<file path="src/sv/avfv_pkg.sv">
`default_nettype none

package avfv_pkg;

    // longest packet accepted before it is flagged as a protocol error
    localparam int MAX_PACKET_BYTES = 1024;

    // byte counter saturates at one past the maximum
    localparam int CNT_W = $clog2(MAX_PACKET_BYTES + 2);
    // width for length compares: counter or 16-bit length plus offset
    localparam int CMP_W = ((CNT_W > 17) ? CNT_W : 17) + 1;

    // stream widths
    localparam int OUT_FIELD_W = 53;
    localparam int OUT_TDATA_W = 56;

    // config port
    localparam int CFG_IDX_W  = 2;
    localparam int CFG_DATA_W = 24;
    localparam logic [CFG_IDX_W-1:0] REG_PROFILE_ID  = 2'd0;
    localparam logic [CFG_IDX_W-1:0] REG_COMPANY_ID  = 2'd1;
    localparam logic [CFG_IDX_W-1:0] REG_VENDOR_OP   = 2'd2;
    localparam logic [CFG_IDX_W-1:0] REG_PASS_OP     = 2'd3;

    localparam logic [15:0] PROFILE_ID_RST = 16'h110E;
    localparam logic [23:0] COMPANY_ID_RST = 24'h001958;
    localparam logic [7:0]  VENDOR_OP_RST  = 8'h00;
    localparam logic [7:0]  PASS_OP_RST    = 8'h7C;

    // check modes
    localparam logic [1:0] MODE_FRAME  = 2'd0;
    localparam logic [1:0] MODE_VENDOR = 2'd1;
    localparam logic [1:0] MODE_PASS   = 2'd2;
    localparam logic [1:0] MODE_UNUSED = 2'd3;

    // result status codes
    localparam logic [1:0] ST_OK    = 2'd0;
    localparam logic [1:0] ST_TRUNC = 2'd1;
    localparam logic [1:0] ST_FRAG  = 2'd2;
    localparam logic [1:0] ST_PROTO = 2'd3;

    // byte positions within a packet
    localparam int POS_FIRST      = 0;
    localparam int POS_PROFILE_HI = 1;
    localparam int POS_PROFILE_LO = 2;
    localparam int POS_CTYPE      = 3;
    localparam int POS_SUBUNIT    = 4;
    localparam int POS_OPCODE     = 5;
    localparam int POS_COMPANY_HI = 6;
    localparam int POS_COMPANY_MD = 7;
    localparam int POS_COMPANY_LO = 8;
    localparam int POS_PDU        = 9;
    localparam int POS_PDU_TYPE   = 10;
    localparam int POS_PARAM_HI   = 11;
    localparam int POS_PARAM_LO   = 12;

    // header sizes: plain frame, pass-through, vendor-dependent
    localparam int FRAME_HDR_BYTES  = 6;
    localparam int PASS_HDR_BYTES   = 8;
    localparam int VENDOR_HDR_BYTES = 13;

    // panel subunit type with subunit id zero
    localparam logic [7:0] PANEL_SUBUNIT = 8'h48;

    typedef struct packed {
        logic [15:0] profile;
        logic [23:0] company;
        logic [7:0]  vendor_op;
        logic [7:0]  pass_op;
    } cfg_t;

    // header state handed over on the last byte
    typedef struct packed {
        logic [1:0]       mode;
        logic [CNT_W-1:0] size;
        logic [7:0]       first;
        logic [15:0]      profile;
        logic [7:0]       ctype;
        logic [7:0]       subunit;
        logic [7:0]       opcode;
        logic [23:0]      company;
        logic [7:0]       pdu;
        logic [7:0]       pdu_type;
        logic [15:0]      declared_length;
        logic [7:0]       operation;
        logic             trailing_nonzero;
    } snap_t;

    typedef struct packed {
        logic [15:0] payload_length;
        logic        released;
        logic [6:0]  oper_id;
        logic [7:0]  pdu_id;
        logic [7:0]  opcode;
        logic [3:0]  ctype_code;
        logic        resp_flag;
        logic [1:0]  frame_kind;
        logic [3:0]  trans_label;
        logic [1:0]  status;
    } result_t;

endpackage

`default_nettype wire

</file>
<file path="src/sv/avfv_tracker.sv">
`default_nettype none

module avfv_tracker (
    input  wire                                aclk,
    input  wire                                aresetn,
    input  wire                                in_valid,
    output logic                               in_ready,
    input  wire  [7:0]                         in_data,
    input  wire                                in_last,
    input  wire  [1:0]                         in_mode,
    output logic                               snap_valid,
    input  wire                                snap_ready,
    output avfv_pkg::snap_t                    snap
);
    import avfv_pkg::*;

    logic             in_valid_reg, in_valid_next;
    logic [7:0]       in_data_reg;
    logic             in_last_reg;
    logic [1:0]       in_mode_reg;

    logic [CNT_W-1:0] cnt_reg, cnt_next;
    logic [CNT_W-1:0] cnt_inc;
    logic [1:0]       mode_reg, mode_next;
    logic             trail_reg, trail_next;
    logic [7:0]       first_reg, first_next;
    logic [15:0]      profile_reg, profile_next;
    logic [7:0]       ctype_reg, ctype_next;
    logic [7:0]       subunit_reg, subunit_next;
    logic [7:0]       opcode_reg, opcode_next;
    logic [23:0]      company_reg, company_next;
    logic [7:0]       pdu_reg, pdu_next;
    logic [7:0]       pdu_type_reg, pdu_type_next;
    logic [15:0]      decl_reg, decl_next;
    logic [7:0]       oper_reg, oper_next;

    logic             snap_valid_reg, snap_valid_next;
    snap_t            snap_reg, snap_next;

    logic             consume;
    logic [CMP_W-1:0] idx_ext;
    logic             hit_vendor, hit_pass;

    // a byte leaves the input register unless it closes a packet and the snapshot is full
    assign consume  = in_valid_reg && (!in_last_reg || snap_ready || !snap_valid_reg);
    assign in_ready = !in_valid_reg || consume;

    // input register
    always_comb begin
        in_valid_next = in_valid_reg;
        if (in_ready) begin
            in_valid_next = in_valid;
        end
    end

    always_ff @(posedge aclk) begin
        if (!aresetn) begin
            in_valid_reg <= 1'b0;
        end else begin
            in_valid_reg <= in_valid_next;
        end
    end

    always_ff @(posedge aclk) begin
        if (in_ready && in_valid) begin
            in_data_reg <= in_data;
            in_last_reg <= in_last;
            in_mode_reg <= in_mode;
        end
    end

    // header latching and byte counting
    always_comb begin
        mode_next     = mode_reg;
        first_next    = first_reg;
        profile_next  = profile_reg;
        ctype_next    = ctype_reg;
        subunit_next  = subunit_reg;
        opcode_next   = opcode_reg;
        company_next  = company_reg;
        pdu_next      = pdu_reg;
        pdu_type_next = pdu_type_reg;
        decl_next     = decl_reg;
        oper_next     = oper_reg;

        if (cnt_reg == '0) begin
            mode_next = (in_mode_reg == MODE_UNUSED) ? MODE_FRAME : in_mode_reg;
        end

        unique case (cnt_reg)
            CNT_W'(POS_FIRST):      first_next = in_data_reg;
            CNT_W'(POS_PROFILE_HI): profile_next = {in_data_reg, profile_reg[7:0]};
            CNT_W'(POS_PROFILE_LO): profile_next = {profile_reg[15:8], in_data_reg};
            CNT_W'(POS_CTYPE):      ctype_next = in_data_reg;
            CNT_W'(POS_SUBUNIT):    subunit_next = in_data_reg;
            CNT_W'(POS_OPCODE):     opcode_next = in_data_reg;
            CNT_W'(POS_COMPANY_HI): begin
                company_next = {in_data_reg, 16'h0000};
                oper_next    = in_data_reg;
            end
            CNT_W'(POS_COMPANY_MD): begin
                company_next = {company_reg[23:16], in_data_reg, company_reg[7:0]};
                if (mode_reg == MODE_PASS) begin
                    decl_next = {8'h00, in_data_reg};
                end
            end
            CNT_W'(POS_COMPANY_LO): company_next = {company_reg[23:8], in_data_reg};
            CNT_W'(POS_PDU):        pdu_next = in_data_reg;
            CNT_W'(POS_PDU_TYPE):   pdu_type_next = in_data_reg;
            CNT_W'(POS_PARAM_HI): begin
                if (mode_reg == MODE_VENDOR) begin
                    decl_next = {in_data_reg, 8'h00};
                end
            end
            CNT_W'(POS_PARAM_LO): begin
                if (mode_reg == MODE_VENDOR) begin
                    decl_next = {decl_reg[15:8], in_data_reg};
                end
            end
            default: begin
            end
        endcase
    end

    // nonzero bytes past the declared length
    assign idx_ext    = CMP_W'(cnt_reg);
    assign hit_vendor = (mode_reg == MODE_VENDOR) && (cnt_reg >= CNT_W'(VENDOR_HDR_BYTES))
                        && (idx_ext >= CMP_W'(VENDOR_HDR_BYTES) + CMP_W'(decl_next));
    assign hit_pass   = (mode_reg == MODE_PASS) && (cnt_reg >= CNT_W'(PASS_HDR_BYTES))
                        && (idx_ext >= CMP_W'(PASS_HDR_BYTES) + CMP_W'(decl_next));

    always_comb begin
        if (cnt_reg == '0) begin
            trail_next = 1'b0;
        end else begin
            trail_next = trail_reg || ((in_data_reg != 8'h00) && (hit_vendor || hit_pass));
        end
    end

    // saturating count, cleared after the last byte
    assign cnt_inc = (cnt_reg <= CNT_W'(MAX_PACKET_BYTES)) ? cnt_reg + 1'b1 : cnt_reg;
    assign cnt_next = in_last_reg ? '0 : cnt_inc;

    always_ff @(posedge aclk) begin
        if (!aresetn) begin
            cnt_reg   <= '0;
            mode_reg  <= MODE_FRAME;
            trail_reg <= 1'b0;
        end else if (consume) begin
            cnt_reg   <= cnt_next;
            mode_reg  <= mode_next;
            trail_reg <= trail_next;
        end
    end

    always_ff @(posedge aclk) begin
        if (consume) begin
            first_reg    <= first_next;
            profile_reg  <= profile_next;
            ctype_reg    <= ctype_next;
            subunit_reg  <= subunit_next;
            opcode_reg   <= opcode_next;
            company_reg  <= company_next;
            pdu_reg      <= pdu_next;
            pdu_type_reg <= pdu_type_next;
            decl_reg     <= decl_next;
            oper_reg     <= oper_next;
        end
    end

    // snapshot register, loaded on the last byte
    always_comb begin
        snap_next.mode             = mode_next;
        snap_next.size             = cnt_inc;
        snap_next.first            = first_next;
        snap_next.profile          = profile_next;
        snap_next.ctype            = ctype_next;
        snap_next.subunit          = subunit_next;
        snap_next.opcode           = opcode_next;
        snap_next.company          = company_next;
        snap_next.pdu              = pdu_next;
        snap_next.pdu_type         = pdu_type_next;
        snap_next.declared_length  = decl_next;
        snap_next.operation        = oper_next;
        snap_next.trailing_nonzero = trail_next;
    end

    always_comb begin
        snap_valid_next = snap_valid_reg;
        if (snap_ready || !snap_valid_reg) begin
            snap_valid_next = consume && in_last_reg;
        end
    end

    always_ff @(posedge aclk) begin
        if (!aresetn) begin
            snap_valid_reg <= 1'b0;
        end else begin
            snap_valid_reg <= snap_valid_next;
        end
    end

    always_ff @(posedge aclk) begin
        if (consume && in_last_reg) begin
            snap_reg <= snap_next;
        end
    end

    assign snap_valid = snap_valid_reg;
    assign snap       = snap_reg;

endmodule

`default_nettype wire

</file>
<file path="src/sv/avfv_checker.sv">
`default_nettype none

module avfv_checker (
    input  wire                 aclk,
    input  wire                 aresetn,
    input  avfv_pkg::cfg_t      cfg,
    input  wire                 snap_valid,
    output logic                snap_ready,
    input  avfv_pkg::snap_t     snap,
    output logic                res_valid,
    input  wire                 res_ready,
    output avfv_pkg::result_t   res
);
    import avfv_pkg::*;

    logic             res_valid_reg, res_valid_next;
    result_t          res_reg, res_next;
    logic [1:0]       status;
    logic [CMP_W-1:0] size_ext;
    logic [CMP_W-1:0] frame_len;
    logic             long_pkt;

    assign snap_ready = !res_valid_reg || res_ready;

    assign size_ext  = CMP_W'(snap.size);
    assign frame_len = size_ext - CMP_W'(FRAME_HDR_BYTES);
    assign long_pkt  = size_ext > CMP_W'(MAX_PACKET_BYTES);

    // status in check order
    always_comb begin
        status = ST_OK;
        priority if (long_pkt) begin
            status = ST_PROTO;
        end else if (size_ext < CMP_W'(FRAME_HDR_BYTES)) begin
            status = ST_TRUNC;
        end else if (snap.first[3:2] != 2'b00) begin
            status = ST_FRAG;
        end else if (snap.first[0] || (snap.profile != cfg.profile)
                     || (snap.ctype[7:4] != 4'h0)) begin
            status = ST_PROTO;
        end else if (snap.subunit != PANEL_SUBUNIT) begin
            status = ST_PROTO;
        end else if (snap.mode == MODE_VENDOR) begin
            priority if (snap.opcode != cfg.vendor_op) begin
                status = ST_PROTO;
            end else if (size_ext < CMP_W'(VENDOR_HDR_BYTES)) begin
                status = ST_TRUNC;
            end else if ((snap.company != cfg.company) || (snap.pdu_type != 8'h00)) begin
                status = ST_PROTO;
            end else if (CMP_W'(snap.declared_length) + CMP_W'(VENDOR_HDR_BYTES) > size_ext)
            begin
                status = ST_TRUNC;
            end else if (snap.trailing_nonzero) begin
                status = ST_PROTO;
            end else begin
                status = ST_OK;
            end
        end else if (snap.mode == MODE_PASS) begin
            priority if (size_ext < CMP_W'(PASS_HDR_BYTES)) begin
                status = ST_TRUNC;
            end else if (snap.opcode != cfg.pass_op) begin
                status = ST_PROTO;
            end else if (CMP_W'(snap.declared_length) + CMP_W'(PASS_HDR_BYTES) > size_ext)
            begin
                status = ST_TRUNC;
            end else if (snap.trailing_nonzero) begin
                status = ST_PROTO;
            end else begin
                status = ST_OK;
            end
        end else begin
            status = ST_OK;
        end
    end

    // decoded fields, zero unless ok
    always_comb begin
        res_next        = '0;
        res_next.status = status;
        if (status == ST_OK) begin
            res_next.trans_label = snap.first[7:4];
            res_next.frame_kind  = snap.first[3:2];
            res_next.resp_flag   = snap.first[1];
            res_next.ctype_code  = snap.ctype[3:0];
            res_next.opcode      = snap.opcode;
            unique case (snap.mode)
                MODE_VENDOR: begin
                    res_next.pdu_id         = snap.pdu;
                    res_next.payload_length = snap.declared_length;
                end
                MODE_PASS: begin
                    res_next.oper_id        = snap.operation[6:0];
                    res_next.released       = snap.operation[7];
                    res_next.payload_length = snap.declared_length;
                end
                default: begin
                    res_next.payload_length = frame_len[15:0];
                end
            endcase
        end
    end

    // result register
    always_comb begin
        res_valid_next = res_valid_reg;
        if (snap_ready) begin
            res_valid_next = snap_valid;
        end
    end

    always_ff @(posedge aclk) begin
        if (!aresetn) begin
            res_valid_reg <= 1'b0;
        end else begin
            res_valid_reg <= res_valid_next;
        end
    end

    always_ff @(posedge aclk) begin
        if (snap_ready && snap_valid) begin
            res_reg <= res_next;
        end
    end

    assign res_valid = res_valid_reg;
    assign res       = res_reg;

endmodule

`default_nettype wire

</file>
<file path="src/sv/avfv_validator.sv">
`default_nettype none

module avfv_validator (
    input  wire               aclk,
    input  wire               aresetn,
    input  wire               cfg_wr_en,
    input  wire  [1:0]        cfg_index,
    input  wire  [23:0]       cfg_wdata,
    output avfv_pkg::cfg_t    cfg
);
    import avfv_pkg::*;

    cfg_t cfg_reg, cfg_next;

    // register writes by index
    always_comb begin
        cfg_next = cfg_reg;
        if (cfg_wr_en) begin
            unique case (cfg_index)
                REG_PROFILE_ID: cfg_next.profile   = cfg_wdata[15:0];
                REG_COMPANY_ID: cfg_next.company   = cfg_wdata[23:0];
                REG_VENDOR_OP:  cfg_next.vendor_op = cfg_wdata[7:0];
                REG_PASS_OP:    cfg_next.pass_op   = cfg_wdata[7:0];
            endcase
        end
    end

    always_ff @(posedge aclk) begin
        if (!aresetn) begin
            cfg_reg.profile   <= PROFILE_ID_RST;
            cfg_reg.company   <= COMPANY_ID_RST;
            cfg_reg.vendor_op <= VENDOR_OP_RST;
            cfg_reg.pass_op   <= PASS_OP_RST;
        end else begin
            cfg_reg <= cfg_next;
        end
    end

    assign cfg = cfg_reg;

endmodule

`default_nettype wire

</file>
<file path="src/sv/avctp_avrcp_frame_validator.sv">
// Control-channel frame validator.
// Input stream: one packet byte per transaction in s_tdata, s_tlast on the final
// byte, and the check mode in s_tuser, sampled on the first byte of each packet
// (0 plain frame, 1 vendor-dependent, 2 pass-through, 3 handled as plain frame).
// Output stream: one result transaction per packet, issued for the byte that
// carries s_tlast; status plus the decoded header fields, all zero but status
// when the packet fails a check. Packets longer than MAX_PACKET_BYTES fail.
// Config: cfg_wr_en/cfg_index/cfg_wdata write the expected profile id, company
// id and the vendor and pass-through opcodes; write only while no packet is open.
// Throughput: one byte per cycle, except while a last byte waits on a full snapshot
// register. A byte passes an input register, the header tracker into a snapshot
// register, then the check logic into the result register.
// Stall: with m_tready low the result is held; bytes of later packets still
// flow in until a last byte finds the snapshot and result registers full.
// Reset (aresetn low, synchronous): all stages empty, byte count cleared, config
// registers back to their defaults.
`default_nettype none

module avctp_avrcp_frame_validator (
    input  wire         aclk,
    input  wire         aresetn,
    // input stream
    input  wire         s_tvalid,
    output logic        s_tready,
    input  wire  [7:0]  s_tdata,    // [7:0] data_byte
    input  wire         s_tlast,    // last_byte
    input  wire  [1:0]  s_tuser,    // [1:0] mode
    // result stream
    output logic        m_tvalid,
    input  wire         m_tready,
    // [1:0] status, [5:2] trans_label, [7:6] frame_kind,
    // [8] resp_flag, [12:9] ctype_code, [20:13] opcode,
    // [28:21] pdu_id, [35:29] oper_id, [36] released,
    // [52:37] payload_length, [55:53] zero
    output logic [55:0] m_tdata,
    // config write port
    input  wire         cfg_wr_en,
    input  wire  [1:0]  cfg_index,
    input  wire  [23:0] cfg_wdata
);
    import avfv_pkg::*;

    cfg_t    cfg;
    snap_t   snap;
    logic    snap_valid;
    logic    snap_ready;
    result_t res;

    avfv_validator u_cfg (
        .aclk      (aclk),
        .aresetn   (aresetn),
        .cfg_wr_en (cfg_wr_en),
        .cfg_index (cfg_index),
        .cfg_wdata (cfg_wdata),
        .cfg       (cfg)
    );

    avfv_tracker u_tracker (
        .aclk       (aclk),
        .aresetn    (aresetn),
        .in_valid   (s_tvalid),
        .in_ready   (s_tready),
        .in_data    (s_tdata),
        .in_last    (s_tlast),
        .in_mode    (s_tuser),
        .snap_valid (snap_valid),
        .snap_ready (snap_ready),
        .snap       (snap)
    );

    avfv_checker u_checker (
        .aclk       (aclk),
        .aresetn    (aresetn),
        .cfg        (cfg),
        .snap_valid (snap_valid),
        .snap_ready (snap_ready),
        .snap       (snap),
        .res_valid  (m_tvalid),
        .res_ready  (m_tready),
        .res        (res)
    );

    // pack result fields, lowest field first
    assign m_tdata = {(OUT_TDATA_W - OUT_FIELD_W)'(0), res};

endmodule

`default_nettype wire
</file>
<file path="config.mk">
export PLATFORM = sky130hd
export DESIGN_NAME = avctp_avrcp_frame_validator
export DESIGN_NICKNAME = d
export VERILOG_FILES = /design/src/sv/avfv_pkg.sv /design/src/sv/avfv_tracker.sv /design/src/sv/avfv_checker.sv /design/src/sv/avfv_validator.sv /design/src/sv/avctp_avrcp_frame_validator.sv
export SDC_FILE = /design/constraint.sdc
export NUM_CORES = 1
export LEC_CHECK = 0
export BUFFER_PORTS_ARGS = -buffer_cell sky130_fd_sc_hd__buf_2
export CAP_MARGIN = 20
export CORE_ASPECT_RATIO = 1.5
export CORE_UTILIZATION = 44
export DETAILED_ROUTE_END_ITERATION = 12
export GPL_TIMING_DRIVEN = 1
export PLACE_DENSITY = 0.7
export SKIP_LAST_GASP = 1
export SYNTH_ARGS = -nofsm -noshare
export SYNTH_HDL_FRONTEND = slang
export SYNTH_HIERARCHICAL = 1
export SYNTH_SLANG_ARGS = --single-unit
</file>
<file path="constraint.sdc">
create_clock -name aclk -period 7.3 [get_ports aclk]
set_input_delay 2.19 -clock aclk [delete_from_list [all_inputs] [get_ports aclk]]
set_output_delay 2.19 -clock aclk [all_outputs]
set_load 0.1 [all_outputs]
</file>
=== Yosys cells after proc, flatten, opt, wreduce, memory -nomap -nowiden ===
Cells that the tools add are included.

* Bits in registers: 375
* Bits in latches: 0
* Output and inout port bits: 58
* Input port bits: 42
* Memory bits (writable): 0
* ROM bits: 0
* Memories: 0
* Word-level logic and storage cells: 159

* Add/subtract/negate cells: 6
* Multiplexer cells: 34
* $mul: 0
* Reductions and logical operators: 37
* Bitwise logic cells: 0
* Shifts and indexed selects: 0
* Divide/modulo/power cells: 0
* Equal/unequal tests: 25
* Magnitude comparators: 11

{| class="wikitable"
|+ Operator list
! cell !! number
|-
| $pmux 24 s3 || 1
|-
| $mux 8 || 8
|-
| $eq 11x4->1 const B || 5
|-
| $mux 16 || 3
|-
| $pmux 16 s3 || 1
|-
| $eq 11x3->1 const B || 4
|-
| $ge 11x18->1 || 2
|-
| $gt 18x11->1 || 2
|-
| $add 16x4->17 const B || 2
|-
| $add 4x16->17 const A || 2
|-
| $mux 2 || 17
|-
| $pmux 16 s2 || 1
|-
| $ne 24x24->1 || 1
|-
| $eq 11x2->1 const B || 2
|-
| $ge 11x4->1 const B || 2
|-
| $lt 11x4->1 const B || 2
|-
| $mux 11 || 2
|-
| $ne 16x16->1 || 1
|-
| $ne 8x8->1 || 2
|-
| $reduce_bool 8->1 || 2
|-
| $reduce_and 2->1 || 6
|-
| $sub 11x3->12 const B || 1
|-
| $add 11x1->11 const B || 1
|-
| $eq 11x1->1 const B || 1
|-
| other kinds (15) || 42
|}

=== Depth between registers and ports, before layout ===
* Depth in word-level cells: 14
* Mapped depth: 21
* Gate-level depth less buffers: 19

=== Cells and area by module ===
Netlist, hierarchy kept.

{| class="wikitable"
|+ Modules (own cells, without submodules)
! module !! cells each !! instances !! area each (sq um)
|-
| avfv_tracker || 783 || 1 || 11476.0
|-
| avfv_checker || 477 || 1 || 4391.7
|-
| avfv_validator || 223 || 1 || 2212.1
|-
| avctp_avrcp_frame_validator || 4 || 1 || 26.3
|}

=== Least setup slack after synthesis ===
OpenSTA, ideal clock, no wires.

* Path type: input-to-reg
* Start point: input m_tready
* End point: register u_tracker.snap_reg (netlist bit u_tracker/snap[0]), enable pin
* Setup slack: 1.344 ns
* Data required time: 6.798 ns
* Library setup time: 0.502 ns
* Arrival time: 5.454 ns
* Cell stages on the path: 4
* Path through: nand2b_1 > nor2b_1 > nand2_1 > and3_1

* Word-level cells in the longest chain between the ends: 5

{| class="wikitable"
|+ Ends and longest elaborated chain
! what !! RTL line !! RTL
|-
| from (decl) || avctp_avrcp_frame_validator.sv:30 || <nowiki>input wire m_tready,</nowiki>
|-
| $logic_or 1x1->1 || avfv_checker.sv:23 || <nowiki>assign snap_ready = !res_valid_reg || res_ready;</nowiki>
|-
| $logic_or 1x1->1 (2 in series) || avfv_tracker.sv:45 || <nowiki>assign consume = in_valid_reg && (!in_last_reg || snap_ready || !snap_valid_reg);</nowiki>
|-
| $logic_and 1x1->1 || avfv_tracker.sv:45 ||
|-
| $logic_and 1x1->1 || avfv_tracker.sv:204 || <nowiki>if (consume && in_last_reg) begin</nowiki>
|-
| to (signal assigned) || avfv_tracker.sv:205 || <nowiki>snap_reg <= snap_next;</nowiki>
|-
| to (decl) || avfv_tracker.sv:38 || <nowiki>snap_t snap_reg, snap_next;</nowiki>
|}

No other way between the ends.
A chain may end at the register's enable or synchronous reset.

=== Worst setup path in the final report ===
* Start point: register u_tracker.cnt_reg[0]
* End point: register u_tracker.snap_reg (netlist bit u_tracker/snap[0]) (data pin)

* Word-level cells in the longest chain between the ends: 9
* Elaborated cells between the ends (all ways): 19
* Classes of those cells: add/sub: 2; order compare: 4; eq/ne: 3; mux: 2; reduce/logical: 8

{| class="wikitable"
|+ Ends and longest elaborated chain
! what !! RTL line !! RTL
|-
| from (decl) || avfv_tracker.sv:22 || <nowiki>logic [CNT_W-1:0] cnt_reg, cnt_next;</nowiki>
|-
| from (signal assigned) || avfv_tracker.sv:150 || <nowiki>cnt_reg <= cnt_next;</nowiki>
|-
| $eq 11x4->1 or $eq 11x3->1 (tied branches) || avfv_tracker.sv:90 || <nowiki>unique case (cnt_reg)</nowiki>
|-
| $pmux 16 s3 * || avfv_tracker.sv:90 ||
|-
| via u_tracker.decl_next[3] || avfv_tracker.sv:34 || <nowiki>logic [15:0] decl_reg, decl_next;</nowiki>
|-
| $add 4x16->17 (on tied branches) || avfv_tracker.sv:128, avfv_tracker.sv:130 ||
|-
| $ge 11x18->1 (on tied branches) || avfv_tracker.sv:128, avfv_tracker.sv:130 ||
|-
| $logic_and 1x1->1 (on tied branches) || avfv_tracker.sv:128, avfv_tracker.sv:130 ||
|-
| $logic_or 1x1->1 * || avfv_tracker.sv:136 || <nowiki>trail_next = trail_reg || ((in_data_reg != 8'h00) && (hit_vendor || hit_pass));</nowiki>
|-
| $logic_and 1x1->1 * || avfv_tracker.sv:136 ||
|-
| $logic_or 1x1->1 * || avfv_tracker.sv:136 ||
|-
| $mux 1 * || avfv_tracker.sv:133 || <nowiki>if (cnt_reg == '0) begin</nowiki>
|-
| via u_tracker.trail_next || avfv_tracker.sv:25 || <nowiki>logic trail_reg, trail_next;</nowiki>
|}

Mark *: on every way through the listed nets, which the timed path passes. The rest lies on a longest branch.

==> metrics list <==
- Fraction of layout cells with a size suffix above 1: 16.42%
- Resize count post-CTS: 0
- Fin. Hold Viols: 0
- The cell count after synthesis came out at 1487.
* Width of the die: 167.6 um
- Worst r2r path cells: 18
* Post-Syn Area per Cell: 12.18 um^2
- Endpoint of the worst-slack reg-to-reg timing path: u_tracker/snap[0]
- The HPWL after detailed placement is 31850 um.
- Core area: 0.04043 mm^2
- Yosys printed 6 warnings.
- Type of the worst setup path: reg2reg
* I/O pin total: 100
- Signal arrival time at the worst endpoint: 5.97 ns
* Number of buffers inserted by hold repair at cts: 0
- Maximum number of pins on one net before global-route repair: 76
- Count of placed standard cells including taps: 2026
- Startpoint of the most critical register-to-register path: u_tracker/cnt_reg[0]
* Internal power: 3521 uW
- In the global route stage, overall resource usage came out at 21.64%.
* P_sw: 1076 uW
- Clock latency on the worst-skew pair: 0.55 ns
* Final routed DRC violation total: 0
* Post-route clock period utilization: 76.15%
- H-tree Lvls: 2
- VDD IR-drop max: 0.1483 mV
- Overflow left after global routing: 0
- From bottom edge to top edge, the die measures 250.4 um.
* Max-cap check violation count: 0
- The most critical setup path has its startpoint at u_tracker/cnt_reg[0].
- The clock period could shrink to 5.559 ns.
- Number of enable flip-flop cells after synthesis: 302
- Setup total negative slack on the finished layout was measured at 0 ns.
- The first global-routing pass estimated 69170 um of wire.
- Counting both buffers and inverters, the worst setup path holds a total of 2.
- Layout Cell Area excl Fill: 0.02019 mm^2
- Unrepaired setup endpoints after global routing: false
- Die area: 0.04198 mm^2
- The repair_antennas step left the layout with diodes totalling 0.
- For this block, the initial DRC count from the detailed router was 977.
- Counting instances, the worst hold path has a depth of 2.
* Clock-pin slew reported for the worst setup and hold paths after clock tree synthesis: 0.06 ns
- The most used flip-flop cell after synthesis is sky130_fd_sc_hd__edfxtp_1.
* Max FFs per register: 126
- Most frequent standard cell in the layout excluding fill and tap cells: sky130_fd_sc_hd__edfxtp_1
- Number of nets in the layout: 1658
- Logic pwr share: 6.8%
* TritonCTS clock tree: done
* Register share of total power: 52.3%
- The run finished with clean final reports.
* Clk Tree Root Cell: sky130_fd_sc_hd__clkbuf_16
- Total number of clock tree sinks: 375
- Final ANT Viol Nets: 0
* Fraction of the yosys area taken by sequential cells: 58.16%
* Initial antenna violation count: 0
- Register cell area after layout: 0.01053 mm^2
* Asr flop ratio synth: 0%
- In the final routed layout, each cell accounts on average for 21.80 um.
- Fin worst setup slack: 1.741 ns
- In this run the worst hold path is classified as reg2reg.
- The critical path crosses 18 cells after its start point.
- Category of the worst setup path launch point: register
* Post-CTS repair timing setup buffer count: 0
- Longest individual stage delay on the worst path: 0.52 ns
* Clock power share: 40.9%
* Final setup fails: 0
* Switching fraction of total power: 23.41%
- The setup check on the worst reg-to-reg path leaves a slack of 1.74 ns.
- Total vias in the final route: 12010
- The filler cells instantiated in the layout total 3508.
* Critical path's slowest cell: sky130_fd_sc_hd__dfxtp_1
- At the pin with the least slew margin, the transition time is 1.090 ns.
- For the worst setup path, the data required time is 7.72 ns.
- From synthesis to final layout, the design area changed by 11.53%.
- Input and output buffers added on the ports amount to 96.
* Top delay family on crit path: compound AO/OA/AOI/OAI gates
* Multi-input gate area in the final layout: 0.006935 mm^2
- For the final database, setup skew stands at 0.01951 ns.
- Final hold analysis gives a worst-case slack of 0.4712 ns.
* Worst setup path endpoint: u_tracker/snap[0]
- Critical path cell sequence: inv_1 > ha_1 > mux2_2 > a31oi_1 > o21ai_1 > nand2_2 > inv_1 > ha_1 > a21boi_0 > a311oi_2 > o22ai_1 > ha_1 > o211ai_1 > a211o_1 > a31oi_1 > or4b_1 > a2111o_1 > nand3_1
* Clock buffers created by TritonCTS: 38
- Cell variety after synth: 86
- After synthesis the netlist holds a flip-flop and latch count of 375.
* Highest clock rate: 179.9 MHz
- The first TritonRoute pass finished after 5 iterations.
* Std cell rows: 90
- Slew Viols, Final: 0
* Leakage component of the power: 0.007289 uW
* Effective utilization at floorplan: 44.79%
- Once placement finished, the instance area stood at 0.01899 mm^2.
- Power per cell area: 227.7 mW/mm^2
- Mapped cell area: 0.01811 mm^2
- Counting stages on the worst path, the most repeated cell is sky130_fd_sc_hd__ha_1.
* Final estimated routing congestion in global placement: 0.9943
- Highest-count cells in the layout ignoring fill and taps: 302 x sky130_fd_sc_hd__edfxtp_1, 152 x sky130_fd_sc_hd__nand2_1, 96 x sky130_fd_sc_hd__buf_2
- STA classifies the critical path endpoint as a register.
* Crit Path Max Fanout: 9
* Final instance count without filler cells: 2096
- Normalized max-slew margin: 27.30%
* Ratio of routed vias to standard cells: 5.729
- Number of buffers on the longest clock path: 3
- Summed over all layers, the routed wires come to 45700 um.
- Prior to clock tree synthesis, the placed netlist has a worst setup slack of 1.779 ns.
- The via count of the first global-routing pass is 11810.
-- metal layers --
| metal | wire length (um) | part of all wire (%) | up-vias | global-route usage, % |
|---|---|---|---|---|
| met1 | 17570 | 38 | 5871 | 24.91 |
| li1 | - | - | 5641 | - |
| met3 | 1834 | 4.0 | 114 | 2.323 |
| met5 | 0 | 0 | - | 0 |
| met4 | 2582 | 5.7 | 0 | 12.50 |
| met2 | 23710 | 52 | 382 | 38.80 |
-- layout make-up --
class | count | area share, %
multi-input cells | 959 | 34.35
well taps | 506 | 3.135
repair buffers | 114 | 3.049
clock buffers | 58 | 5.279
inverters | 72 | 1.351
clock inverters | 12 | 0.6940
flip-flops and latches | 375 | 52.15
-- synth_stat cells, types with 5 or more instances --
| library cell | n | share of area (%) |
|---|---|---|
| sky130_fd_sc_hd__mux2_2 | 54 | 3.4 |
| sky130_fd_sc_hd__clkbuf_1 | 54 | 1.1 |
| sky130_fd_sc_hd__edfxtp_1 | 302 | 50 |
| sky130_fd_sc_hd__dfxtp_1 | 73 | 8.1 |
| sky130_fd_sc_hd__nand2b_1 | 10 | 0.35 |
| sky130_fd_sc_hd__a21oi_1 | 32 | 0.88 |
| sky130_fd_sc_hd__a21o_1 | 5 | 0.21 |
| sky130_fd_sc_hd__nor2b_1 | 36 | 1.2 |
| sky130_fd_sc_hd__nand4_1 | 35 | 1.2 |
| sky130_fd_sc_hd__xor2_1 | 26 | 1.3 |
| sky130_fd_sc_hd__nor2_1 | 40 | 0.83 |
| sky130_fd_sc_hd__a22oi_1 | 16 | 0.66 |
| sky130_fd_sc_hd__o32ai_1 | 5 | 0.24 |
| sky130_fd_sc_hd__and3_1 | 9 | 0.31 |
| sky130_fd_sc_hd__o211ai_1 | 10 | 0.41 |
| sky130_fd_sc_hd__a21boi_0 | 6 | 0.25 |
| sky130_fd_sc_hd__nand2_1 | 152 | 3.2 |
| sky130_fd_sc_hd__buf_6 | 6 | 0.37 |
| sky130_fd_sc_hd__inv_1 | 68 | 1.4 |
| sky130_fd_sc_hd__a31oi_1 | 5 | 0.17 |
| sky130_fd_sc_hd__nor4_1 | 34 | 1.2 |
| sky130_fd_sc_hd__nand3_1 | 21 | 0.58 |
| sky130_fd_sc_hd__a22o_1 | 36 | 1.7 |
| sky130_fd_sc_hd__o21ai_0 | 50 | 1.4 |
| sky130_fd_sc_hd__ha_1 | 56 | 3.9 |
| sky130_fd_sc_hd__nor3_2 | 10 | 0.55 |
| sky130_fd_sc_hd__o21ai_1 | 8 | 0.22 |
| sky130_fd_sc_hd__nor3_1 | 40 | 1.1 |
| sky130_fd_sc_hd__nand2_2 | 5 | 0.17 |
| sky130_fd_sc_hd__and2_1 | 9 | 0.31 |
| sky130_fd_sc_hd__nand3b_1 | 8 | 0.33 |
| sky130_fd_sc_hd__buf_2 | 13 | 0.36 |
| sky130_fd_sc_hd__or3_1 | 5 | 0.17 |
| sky130_fd_sc_hd__xnor2_1 | 78 | 3.8 |
| sky130_fd_sc_hd__o21a_1 | 9 | 0.37 |
| sky130_fd_sc_hd__buf_4 | 6 | 0.25 |
| sky130_fd_sc_hd__mux2i_1 | 58 | 3.2 |
-- worst register-to-register path: cells and delay by family (launching register included) --
kind / cells / cell delay, ns
muxes: 1 / 0.31
DFF: 1 / 0.52
AOI/OAI and AO/OA: 9 / 2.62
and+or+nand+nor: 3 / 0.77
buffers and inverters: 2 / 0.27
adders and majority gates: 3 / 0.93
-- how the worst min path moves through the flow --
stage                                    start                  end  slack (ns)
after floorplan           u_tracker/snap_valid  u_checker/res_valid        0.44
after global placement    u_tracker/snap_valid  u_checker/res_valid        0.45
after detailed placement         u_cfg/cfg[25]        u_cfg/cfg[25]        0.46
after CTS                        u_cfg/cfg[25]        u_cfg/cfg[25]        0.47
after global routing             u_cfg/cfg[46]        u_cfg/cfg[46]        0.49
final                            u_cfg/cfg[25]        u_cfg/cfg[25]        0.47
-- power by group through the flow --
stage / combinational [uW] / clock, uW / sequential [uW]
after floorplan: 184 / 0 / 2480
after global placement: 305 / 0 / 2450
after detailed placement: 311 / 0 / 2450
after CTS: 313 / 1920 / 2400
after global routing: 333 / 2000 / 2410
final: 312 / 1880 / 2400
-- logic make-up (layout without fill, tap and decap cells) --
group,Yosys count,count (layout),share of synthesized area (%)
other,2,5,0.04148
AO/OA/AOI/OAI,230,230,9.018
buffers and inverters,156,256,3.704
adder cells (fa/ha/maj),57,57,3.925
flip-flops,375,375,58.16
AND/OR/NAND/NOR,451,451,13.56
multiplexers,112,112,6.565
XOR/XNOR,104,104,5.031
-- metrics by stage --
stage	utilization, %	total power, uW
2_1_floorplan	-	2660
3_3_place_gp	46.95	2752
3_5_place_dp	46.97	2760
4_1_cts	49.95	4639
5_1_grt	49.95	4740
6_report	49.95	4598
(Power assumes the default switching activity.)
